### config.mk
export PLATFORM = sky130hd
export DESIGN_NAME = mono_bitmap_pixel_expander
export DESIGN_NICKNAME = d
export VERILOG_FILES = /design/src/hdl/mbpe_pkg.sv /design/src/hdl/mbpe_front.sv /design/src/hdl/mbpe_fifo.sv /design/src/hdl/mbpe_back.sv /design/src/hdl/mono_bitmap_pixel_expander.sv
export SDC_FILE = /design/constraint.sdc
export NUM_CORES = 1
export LEC_CHECK = 0
export BUFFER_PORTS_ARGS = -buffer_cell sky130_fd_sc_hd__buf_2
export CORE_UTILIZATION = 40
export CTS_CLUSTER_DIAMETER = 150
export DETAILED_ROUTE_END_ITERATION = 10
export HOLD_SLACK_MARGIN = 0.15
export SLEW_MARGIN = 25
export SYNTH_ARGS = -nofsm -noshare
export SYNTH_HDL_FRONTEND = slang
export SYNTH_HIERARCHICAL = 1
export SYNTH_SLANG_ARGS = --single-unit
### constraint.sdc
create_clock -name i_clk -period 6.7 [get_ports i_clk]
set_clock_uncertainty 0.2 [all_clocks]
set_input_delay 0 -clock i_clk [delete_from_list [all_inputs] [get_ports i_clk]]
set_output_delay 0 -clock i_clk [all_outputs]
set_load 0.02 [all_outputs]
### src/hdl/mbpe_pkg.sv
// shared types and constants of the mono bitmap pixel expander
// no dependencies
`timescale 1ns / 1ps

package mbpe_pkg;

    localparam int ADDR_W     = 18;
    localparam int COLOR_W    = 16;
    localparam int BYTE_W     = 8;
    localparam int CNT_W      = 4;   // 1..8 pixels per byte
    localparam int IDX_W      = 3;
    localparam int ROW_W      = 9;
    localparam int COL_W      = 10;
    localparam int OX_W       = 9;
    localparam int OY_W       = 8;
    localparam int WID_W      = 9;
    localparam int HGT_W      = 8;
    localparam int CFG_IDX_W  = 3;
    localparam int CFG_DATA_W = 16;
    localparam int OUT_DATA_W = 40;  // address and color, padded to bytes

    localparam int DEF_STRIDE     = 320;
    localparam int DEF_FIFO_DEPTH = 2;

    localparam logic [CNT_W-1:0] PIX_PER_BYTE = 4'd8;

    // register indexes of the configuration port
    localparam logic [CFG_IDX_W-1:0] CFG_ORIGIN_X    = 3'd0;
    localparam logic [CFG_IDX_W-1:0] CFG_ORIGIN_Y    = 3'd1;
    localparam logic [CFG_IDX_W-1:0] CFG_WIDTH       = 3'd2;
    localparam logic [CFG_IDX_W-1:0] CFG_HEIGHT      = 3'd3;
    localparam logic [CFG_IDX_W-1:0] CFG_SET_COLOR   = 3'd4;
    localparam logic [CFG_IDX_W-1:0] CFG_CLEAR_COLOR = 3'd5;

    localparam logic [COLOR_W-1:0] RST_SET_COLOR   = 16'h8430;
    localparam logic [COLOR_W-1:0] RST_CLEAR_COLOR = 16'h0000;
    localparam logic [WID_W-1:0]   RST_WIDTH       = 9'd1;
    localparam logic [HGT_W-1:0]   RST_HEIGHT      = 8'd1;

    typedef struct packed {
        logic [OX_W-1:0]    origin_x;
        logic [OY_W-1:0]    origin_y;
        logic [WID_W-1:0]   width;
        logic [HGT_W-1:0]   height;
        logic [COLOR_W-1:0] set_color;
        logic [COLOR_W-1:0] clear_color;
    } t_cfg;

    // one byte worth of pixel work, handed from front to back
    typedef struct packed {
        logic [ADDR_W-1:0] base_addr;
        logic [BYTE_W-1:0] bits;
        logic [CNT_W-1:0]  count;
        logic              done;
    } t_cmd;

endpackage

### src/hdl/mbpe_front.sv
// front end: accepts bitmap bytes, tracks row and column, builds pixel commands
// depends on mbpe_pkg
`timescale 1ns / 1ps

module mbpe_front import mbpe_pkg::*; #(
    parameter int STRIDE = DEF_STRIDE
) (
    input  logic              i_clk,
    input  logic              i_rst_n,
    input  t_cfg              i_cfg,
    input  logic              i_valid,
    input  logic [BYTE_W-1:0] i_byte,
    output logic              o_ready,
    input  logic              i_q_full,
    output logic              o_q_wr,
    output t_cmd              o_q_cmd
);

    logic [ROW_W-1:0]  r_row;
    logic [COL_W-1:0]  r_col;
    logic [ROW_W-1:0]  n_row;
    logic [COL_W-1:0]  n_col;

    logic [WID_W-1:0]  w_w;
    logic [HGT_W-1:0]  w_h;
    logic [ROW_W-1:0]  w_r0;
    logic [ROW_W-1:0]  w_r1;
    logic [ROW_W-1:0]  w_r1_inc;
    logic [COL_W-1:0]  w_c1;
    logic [COL_W-1:0]  w_remain;
    logic [CNT_W-1:0]  w_count;
    logic [COL_W-1:0]  w_col_end;
    logic              w_row_end;
    logic [ROW_W:0]    w_row_sum;
    logic [ADDR_W-1:0] w_base;
    logic              w_acc;

    assign o_ready = !i_q_full;
    assign w_acc   = i_valid && o_ready;

    always_comb begin
        w_w = (i_cfg.width == '0) ? WID_W'(1) : i_cfg.width;
        w_h = (i_cfg.height == '0) ? HGT_W'(1) : i_cfg.height;

        // shrunk height: row restarts at the top
        w_r0 = (r_row >= ROW_W'(w_h)) ? '0 : r_row;

        // shrunk width: the row counts as finished
        if (r_col >= COL_W'(w_w)) begin
            w_c1     = '0;
            w_r1_inc = w_r0 + ROW_W'(1);
            w_r1     = (w_r1_inc >= ROW_W'(w_h)) ? '0 : w_r1_inc;
        end else begin
            w_c1     = r_col;
            w_r1_inc = w_r0;
            w_r1     = w_r0;
        end

        w_remain  = COL_W'(w_w) - w_c1;
        w_count   = (w_remain < COL_W'(PIX_PER_BYTE)) ? CNT_W'(w_remain) : PIX_PER_BYTE;
        w_col_end = w_c1 + COL_W'(w_count);
        w_row_end = (w_col_end >= COL_W'(w_w));

        w_row_sum = (ROW_W+1)'(i_cfg.origin_y) + (ROW_W+1)'(w_r1);
        w_base    = ADDR_W'(w_row_sum) * ADDR_W'(STRIDE)
                  + ADDR_W'(i_cfg.origin_x) + ADDR_W'(w_c1);

        o_q_cmd.base_addr = w_base;
        o_q_cmd.bits      = i_byte;
        o_q_cmd.count     = w_count;
        o_q_cmd.done      = w_row_end && ((w_r1 + ROW_W'(1)) >= ROW_W'(w_h));

        n_row = r_row;
        n_col = r_col;
        if (w_acc) begin
            if (w_row_end) begin
                n_col = '0;
                n_row = ((w_r1 + ROW_W'(1)) >= ROW_W'(w_h)) ? '0 : w_r1 + ROW_W'(1);
            end else begin
                n_col = w_col_end;
                n_row = w_r1;
            end
        end
    end

    assign o_q_wr = w_acc;

    always_ff @(posedge i_clk) begin
        if (!i_rst_n) begin
            r_row <= '0;
            r_col <= '0;
        end else begin
            r_row <= n_row;
            r_col <= n_col;
        end
    end

endmodule

### src/hdl/mbpe_fifo.sv
// short command queue between front and back ends
// depends on mbpe_pkg
`timescale 1ns / 1ps

module mbpe_fifo import mbpe_pkg::*; #(
    parameter int DEPTH = DEF_FIFO_DEPTH
) (
    input  logic i_clk,
    input  logic i_rst_n,
    input  logic i_wr,
    input  t_cmd i_cmd,
    output logic o_full,
    input  logic i_rd,
    output logic o_empty,
    output t_cmd o_cmd
);

    localparam int AW = (DEPTH > 1) ? $clog2(DEPTH) : 1;

    t_cmd          r_mem [DEPTH];
    logic [AW-1:0] r_wp;
    logic [AW-1:0] r_rp;
    logic [AW:0]   r_cnt;

    assign o_full  = (r_cnt == (AW+1)'(DEPTH));
    assign o_empty = (r_cnt == '0);
    assign o_cmd   = r_mem[r_rp];

    function automatic logic [AW-1:0] f_inc(input logic [AW-1:0] p);
        f_inc = (p == AW'(DEPTH - 1)) ? '0 : p + AW'(1);
    endfunction

    always_ff @(posedge i_clk) begin
        if (i_wr) begin
            r_mem[r_wp] <= i_cmd;
        end
    end

    always_ff @(posedge i_clk) begin
        if (!i_rst_n) begin
            r_wp  <= '0;
            r_rp  <= '0;
            r_cnt <= '0;
        end else begin
            if (i_wr) begin
                r_wp <= f_inc(r_wp);
            end
            if (i_rd) begin
                r_rp <= f_inc(r_rp);
            end
            r_cnt <= r_cnt + (AW+1)'(i_wr) - (AW+1)'(i_rd);
        end
    end

endmodule

### src/hdl/mbpe_back.sv
// back end: walks the pixels of the head command, one registered pixel per cycle while the receiver is ready
// depends on mbpe_pkg
`timescale 1ns / 1ps

module mbpe_back import mbpe_pkg::*; (
    input  logic               i_clk,
    input  logic               i_rst_n,
    input  t_cfg               i_cfg,
    input  logic               i_q_empty,
    input  t_cmd               i_q_cmd,
    output logic               o_q_rd,
    output logic               o_valid,
    input  logic               i_ready,
    output logic [ADDR_W-1:0]  o_addr,
    output logic [COLOR_W-1:0] o_color,
    output logic               o_last,
    output logic               o_done
);

    logic [IDX_W-1:0]   r_idx;
    logic               r_valid;
    logic [ADDR_W-1:0]  r_addr;
    logic [COLOR_W-1:0] r_color;
    logic               r_last;
    logic               r_done;

    logic w_adv;
    logic w_emit;
    logic w_last;
    logic w_bit;

    assign w_adv  = !r_valid || i_ready;
    assign w_emit = w_adv && !i_q_empty;
    assign w_last = ((CNT_W'(r_idx) + CNT_W'(1)) == i_q_cmd.count);
    assign w_bit  = i_q_cmd.bits[IDX_W'(BYTE_W - 1) - r_idx];
    assign o_q_rd = w_emit && w_last;

    always_ff @(posedge i_clk) begin
        if (!i_rst_n) begin
            r_idx   <= '0;
            r_valid <= 1'b0;
        end else begin
            if (w_adv) begin
                r_valid <= !i_q_empty;
            end
            if (w_emit) begin
                r_idx <= w_last ? '0 : r_idx + IDX_W'(1);
            end
        end
        if (w_emit) begin
            r_addr  <= i_q_cmd.base_addr + ADDR_W'(r_idx);
            r_color <= w_bit ? i_cfg.set_color : i_cfg.clear_color;
            r_last  <= w_last;
            r_done  <= w_last && i_q_cmd.done;
        end
    end

    assign o_valid = r_valid;
    assign o_addr  = r_addr;
    assign o_color = r_color;
    assign o_last  = r_last;
    assign o_done  = r_done;

endmodule

### src/hdl/mono_bitmap_pixel_expander.sv
// top level of the 1bpp to rgb565 bitmap pixel expander
// depends on mbpe_pkg, mbpe_front, mbpe_fifo, mbpe_back
`timescale 1ns / 1ps

// Takes a stream of 1bpp bitmap bytes (leftmost pixel in bit 7) and expands each
// into 1 to 8 pixel write transactions of {address, rgb565 color}; every row of
// the rectangle starts on a fresh byte, and the final byte of a row gives only the
// pixels left in it. Address = (origin_y + row) * STRIDE + origin_x + column,
// kept modulo 2^18. The output carries one pixel per clock while the receiver
// is ready; the pixel counter of the back end steps through the pixels of a byte.
// The front end takes a byte every cycle while the command queue (DEF_FIFO_DEPTH
// entries) has room, and keeps doing so while a pixel waits in the output
// register. A byte is written into the command queue and its first pixel is
// registered from there into the output register. tlast marks the last pixel of
// each byte, tuser the last pixel of the whole bitmap, after which the position
// returns to the origin. Width or height of zero acts as one. Write the registers
// only while no pixels are pending; they apply from the next byte on.

module mono_bitmap_pixel_expander import mbpe_pkg::*; #(
    parameter int STRIDE     = DEF_STRIDE,
    parameter int FIFO_DEPTH = DEF_FIFO_DEPTH
) (
    input  logic                  i_clk,
    input  logic                  i_rst_n,
    // configuration write channel
    input  logic                  i_cfg_valid,
    output logic                  o_cfg_ready,
    input  logic [CFG_IDX_W-1:0]  i_cfg_index,
    input  logic [CFG_DATA_W-1:0] i_cfg_data,
    // bitmap byte stream
    input  logic                  s_axis_tvalid,
    output logic                  s_axis_tready,
    input  logic [BYTE_W-1:0]     s_axis_tdata,    // [7:0] bitmap_byte
    // pixel write stream
    output logic                  m_axis_tvalid,
    input  logic                  m_axis_tready,
    output logic [OUT_DATA_W-1:0] m_axis_tdata,    // [17:0] pixel_address, [33:18] pixel_color
    output logic                  m_axis_tlast,    // last_of_byte
    output logic                  m_axis_tuser     // [0] bitmap_done
);

    t_cfg r_cfg;

    // configuration registers, always ready
    assign o_cfg_ready = 1'b1;

    always_ff @(posedge i_clk) begin
        if (!i_rst_n) begin
            r_cfg.origin_x    <= '0;
            r_cfg.origin_y    <= '0;
            r_cfg.width       <= RST_WIDTH;
            r_cfg.height      <= RST_HEIGHT;
            r_cfg.set_color   <= RST_SET_COLOR;
            r_cfg.clear_color <= RST_CLEAR_COLOR;
        end else if (i_cfg_valid) begin
            case (i_cfg_index)
                CFG_ORIGIN_X:    r_cfg.origin_x    <= i_cfg_data[OX_W-1:0];
                CFG_ORIGIN_Y:    r_cfg.origin_y    <= i_cfg_data[OY_W-1:0];
                CFG_WIDTH:       r_cfg.width       <= i_cfg_data[WID_W-1:0];
                CFG_HEIGHT:      r_cfg.height      <= i_cfg_data[HGT_W-1:0];
                CFG_SET_COLOR:   r_cfg.set_color   <= i_cfg_data[COLOR_W-1:0];
                CFG_CLEAR_COLOR: r_cfg.clear_color <= i_cfg_data[COLOR_W-1:0];
                default: ;  // unknown index, write dropped
            endcase
        end
    end

    // front to queue
    logic w_q_wr;
    t_cmd w_q_in;
    logic w_q_full;
    // queue to back
    logic w_q_rd;
    logic w_q_empty;
    t_cmd w_q_out;

    logic [ADDR_W-1:0]  w_addr;
    logic [COLOR_W-1:0] w_color;

    mbpe_front #(
        .STRIDE (STRIDE)
    ) u_front (
        .i_clk    (i_clk),
        .i_rst_n  (i_rst_n),
        .i_cfg    (r_cfg),
        .i_valid  (s_axis_tvalid),
        .i_byte   (s_axis_tdata),
        .o_ready  (s_axis_tready),
        .i_q_full (w_q_full),
        .o_q_wr   (w_q_wr),
        .o_q_cmd  (w_q_in)
    );

    mbpe_fifo #(
        .DEPTH (FIFO_DEPTH)
    ) u_fifo (
        .i_clk   (i_clk),
        .i_rst_n (i_rst_n),
        .i_wr    (w_q_wr),
        .i_cmd   (w_q_in),
        .o_full  (w_q_full),
        .i_rd    (w_q_rd),
        .o_empty (w_q_empty),
        .o_cmd   (w_q_out)
    );

    mbpe_back u_back (
        .i_clk     (i_clk),
        .i_rst_n   (i_rst_n),
        .i_cfg     (r_cfg),
        .i_q_empty (w_q_empty),
        .i_q_cmd   (w_q_out),
        .o_q_rd    (w_q_rd),
        .o_valid   (m_axis_tvalid),
        .i_ready   (m_axis_tready),
        .o_addr    (w_addr),
        .o_color   (w_color),
        .o_last    (m_axis_tlast),
        .o_done    (m_axis_tuser)
    );

    // pack address low, color above, zero pad to whole bytes
    assign m_axis_tdata = {(OUT_DATA_W - ADDR_W - COLOR_W)'(0), w_color, w_addr};

endmodule

==> reports/results.ini <==
[clocking]
cts.sink_count = 192
cts_tree = done
cts-htree-levels = 4
cts_buffers = 17
cts_buffer_depth = 2
path_clk_slew_ps = 90
clk_latency_ps = 440
cts-root-buf = clkbuf_16

[global_routing]
grt_start_max_net_pins = 59
grt_pass1_vias = 9170
antenna_found_initial = 0
grt_use_total_pct = 20.02
grt_pass1_wl_um = 46020
gr-usage-met2_pct = 35.38
busiest_layer = met2
use_met3_pct = 3.113
use_met1_pct = 24.93
grt-ovfl-total = 0

[place]
io_buffers = 69
gp_congestion = 0.9162
dp_hpwl_um = 19330
pre_cts_ws_ps = -887.2
placed_cells = 1647
postPlaceCellArea_um2 = 13340

[timing]
final-setup-viol-count = 25
finalHoldViolCount = 0
fin_crit_sh_pct = 104.9
finalCriticalPeriod_ps = 7027
worstMarginPinSlew_ps = 991.7
setup_tns_ps = -4528
relSlewSlack_pct = 32.47
maxSlewViolCount = 0
fmax_mhz = 142.3
setup_ws_ps = -326.5
hold_slack_ps = 168.9
grt_setup_unrepaired = true

[worst_setup_path]
endpoint_kind = flip-flop
r2r_setup_slack_ps = -330
critPathArrivalTime_ps = 7190
required_ps = 6860
crit_type = reg -> reg
cp-startpoint = r_cfg[46]
max_stage_delay_ps = 330
timing.rr.start = r_cfg[46]
critPathMaxFanout = 6
critPathSlowestCell = fa_2
cp-start-kind = flip-flop

[cells_and_area]
stdcell_area_um2 = 16030
finalNetCount = 1554
fillers = 2299
drive_above_1_share_pct = 37.97
regArea_um2 = 4830
multiInputGateArea_um2 = 7138
antennaDiodeCount = 0
synthToLayoutAreaGrowth_pct = 38.45
finalNonFillerCells = 1800

[min_path]
hp-class = in -> reg
hold_path_startpoint = i_cfg_data[10]

[floorplan]
placement_rows = 61
die_height_um = 172.1
start_util_pct = 41.11
coreArea_um2 = 28160
chipWidth_um = 172.1
io_pins = 77
die_area_um2 = 29630

[logic_synthesis]
ys.flop_type = edfxtp_1
synth_area_per_cell_um2 = 10.53
synthMuxAreaShare_pct = 11.35
synthSimpleGateAreaFrac_pct = 12.71
synth-xor-area-share_pct = 5.263
yosys_register_bits = 192
syn-cell-area_um2 = 11580
synth_compound_area_share_pct = 10.47
synth_top_family_by_area = adder cells
ys_types = 78
synthAdderAreaFrac_pct = 12.80
synth_async_sr_flop_share_pct = 0
seq_area_frac_synth_pct = 41.67
syn_inst = 1099
yosysWarningCount = 6
synth_edf_count = 98

[status]
violations = negative setup slack
status = finished, violations left

[route]
drtIter0Drc = 441
ant_nets = 0
drt-total-wl_um = 29090
routedWlPerCell_um = 16.16
drtPass1Iterations = 5
drcViolationCount = 0
via_per_inst = 5.007
num_vias = 9012

[power_and_ir_drop]
p_per_area_nw_per_um2 = 385.6
leakagePower_nw = 6.927
peakVddDrop_v = 0.0001861

[run]
maxCapViolations = 0

==> sequential cells by signal, summed over array words and instances, names as in the netlist, named ones only <==
register,cells
r_cfg,66
u_back/o_addr,18
u_back/o_color,16
u_back/o_done,1
u_back/o_last,1
u_back/o_valid,1
u_back/r_idx,3
u_fifo/r_cnt,2
u_fifo/r_mem,62
u_fifo/r_rp,1
u_fifo/r_wp,1
u_front/r_col,10
u_front/r_row,9
==> timing repair <==
action / 4_1_cts / 5_1_grt
endpoints found under the hold margin: 110 / 0
gates cloned: 2 / 0
gates resized for setup: 112 / 113
buffers inserted: 55 / 24
hold buffers: 57 / 0
setup endpoints to repair: 33 / 39
pin swaps: 72 / 95
==> cell families after synthesis <==
group	count (synthesis)
AOI/OAI and AO/OA	169
and+or+nand+nor	298
xor gates and xnor gates	68
DFF	192
adders and majority gates	113
buffers and inverters	139
muxes	117
other	3
==> Yosys cell counts (3+ instances only) <==
master,count,area (µm²)
buf_2,8,40.04
fa_1,9,180.2
nand2_1,127,476.7
and3_1,5,31.28
a21oi_1,55,275.3
edfxtp_1,98,2943
nand3_1,25,125.1
o21a_1,7,52.55
buf_6,6,67.56
or2_2,7,43.79
nor2_1,40,150.1
dfxtp_1,94,1882
a2111oi_4,3,82.58
clkbuf_1,27,101.4
nor3_1,14,70.07
xnor2_1,44,385.4
xor2_1,23,201.4
and2_1,12,75.07
nand4_1,9,56.30
mux2_4,10,150.1
nor4_1,6,37.54
mux2_2,38,427.9
or3_1,4,25.02
conb_1,3,11.26
nor2b_1,24,150.1
o21bai_1,6,45.04
buf_4,16,120.1
o21ai_0,24,120.1
inv_1,79,296.5
o22ai_1,3,18.77
a21boi_0,12,90.09
nand4b_1,3,26.28
a21o_1,16,120.1
o211ai_1,3,22.52
a211oi_1,5,37.54
nand2b_1,8,50.05
mux2i_1,66,660.6
ha_1,104,1301
==> area by class of cell <==
cell class                 count  area share, %
timing repair buffer         343          16.94
tap                          378          2.951
clock buffer                  18          2.677
clock inverter                14         0.8430
multi-input combinational    774          44.53
sequential                   192          30.13
inverter                      81          1.928
==> metrics by stage <==
stage          total power [W]  utilization [%]
2_1_floorplan         0.003290                -
6_report              0.006181            56.92
4_1_cts               0.005882            54.62
3_3_place_gp          0.004157            47.37
3_5_place_dp          0.004185            47.37
5_1_grt               0.006569            56.92
==> power breakdown <==
group | switching [W] | internal [W] | total [W]
sequential | 0.0000851 | 0.00159 | 0.00168
combinational | 0.00179 | 0.00172 | 0.00351
clock | 0.000495 | 0.000496 | 0.000991
==> critical path: cells and delay by family, from the launching register on <==
kind	cells	cell delay, ps
AOI/OAI and AO/OA	16	2400
DFF	1	320
and+or+nand+nor	9	1680
buffers and inverters	4	530
muxes	1	310
adders and majority gates	5	1400
xor gates and xnor gates	1	140
==> cell usage in the layout (no fill, tap or decap), drive strengths merged, types with 6 or more instances in the layout <==
master | synthesis | final
buf | 31 | 287
nand2 | 127 | 127
ha | 104 | 104
edfxtp | 98 | 98
dfxtp | 94 | 94
inv | 81 | 90
mux2i | 67 | 67
dlygate4sd3 | 0 | 56
a21oi | 55 | 55
mux2 | 48 | 48
xnor2 | 44 | 44
nor2 | 40 | 40
nand3 | 26 | 26
o21ai | 26 | 26
nor2b | 24 | 24
xor2 | 23 | 23
clkbuf | 27 | 18
a21o | 16 | 16
nor3 | 14 | 14
and2 | 12 | 12
a21boi | 12 | 12
conb | 3 | 9
nand4 | 9 | 9
nand2b | 9 | 9
fa | 9 | 9
o21a | 7 | 7
or2 | 7 | 7
a211oi | 7 | 7
o21bai | 6 | 6
nor4 | 6 | 6
==> per-layer routing <==
| metal | part of all wire, % | wire length, µm | vias to the layer above |
|---|---|---|---|
| met5 | 0 | 0 | - |
| met4 | 2.0 | 587 | 0 |
| met3 | 3.2 | 921 | 36 |
| met2 | 50 | 14570 | 190 |
| met1 | 45 | 13020 | 4300 |
| li1 | - | - | 4486 |
==> path summary, 6_finish.rpt <==
check | to | cells after the start
worst max-delay path | u_front/r_row[4] | 36
worst min-delay path | r_cfg[26] | 4
worst max register to register | u_front/r_row[4] | 36
worst min register to register | r_cfg[22] | 2
(Power assumes the default switching activity.)
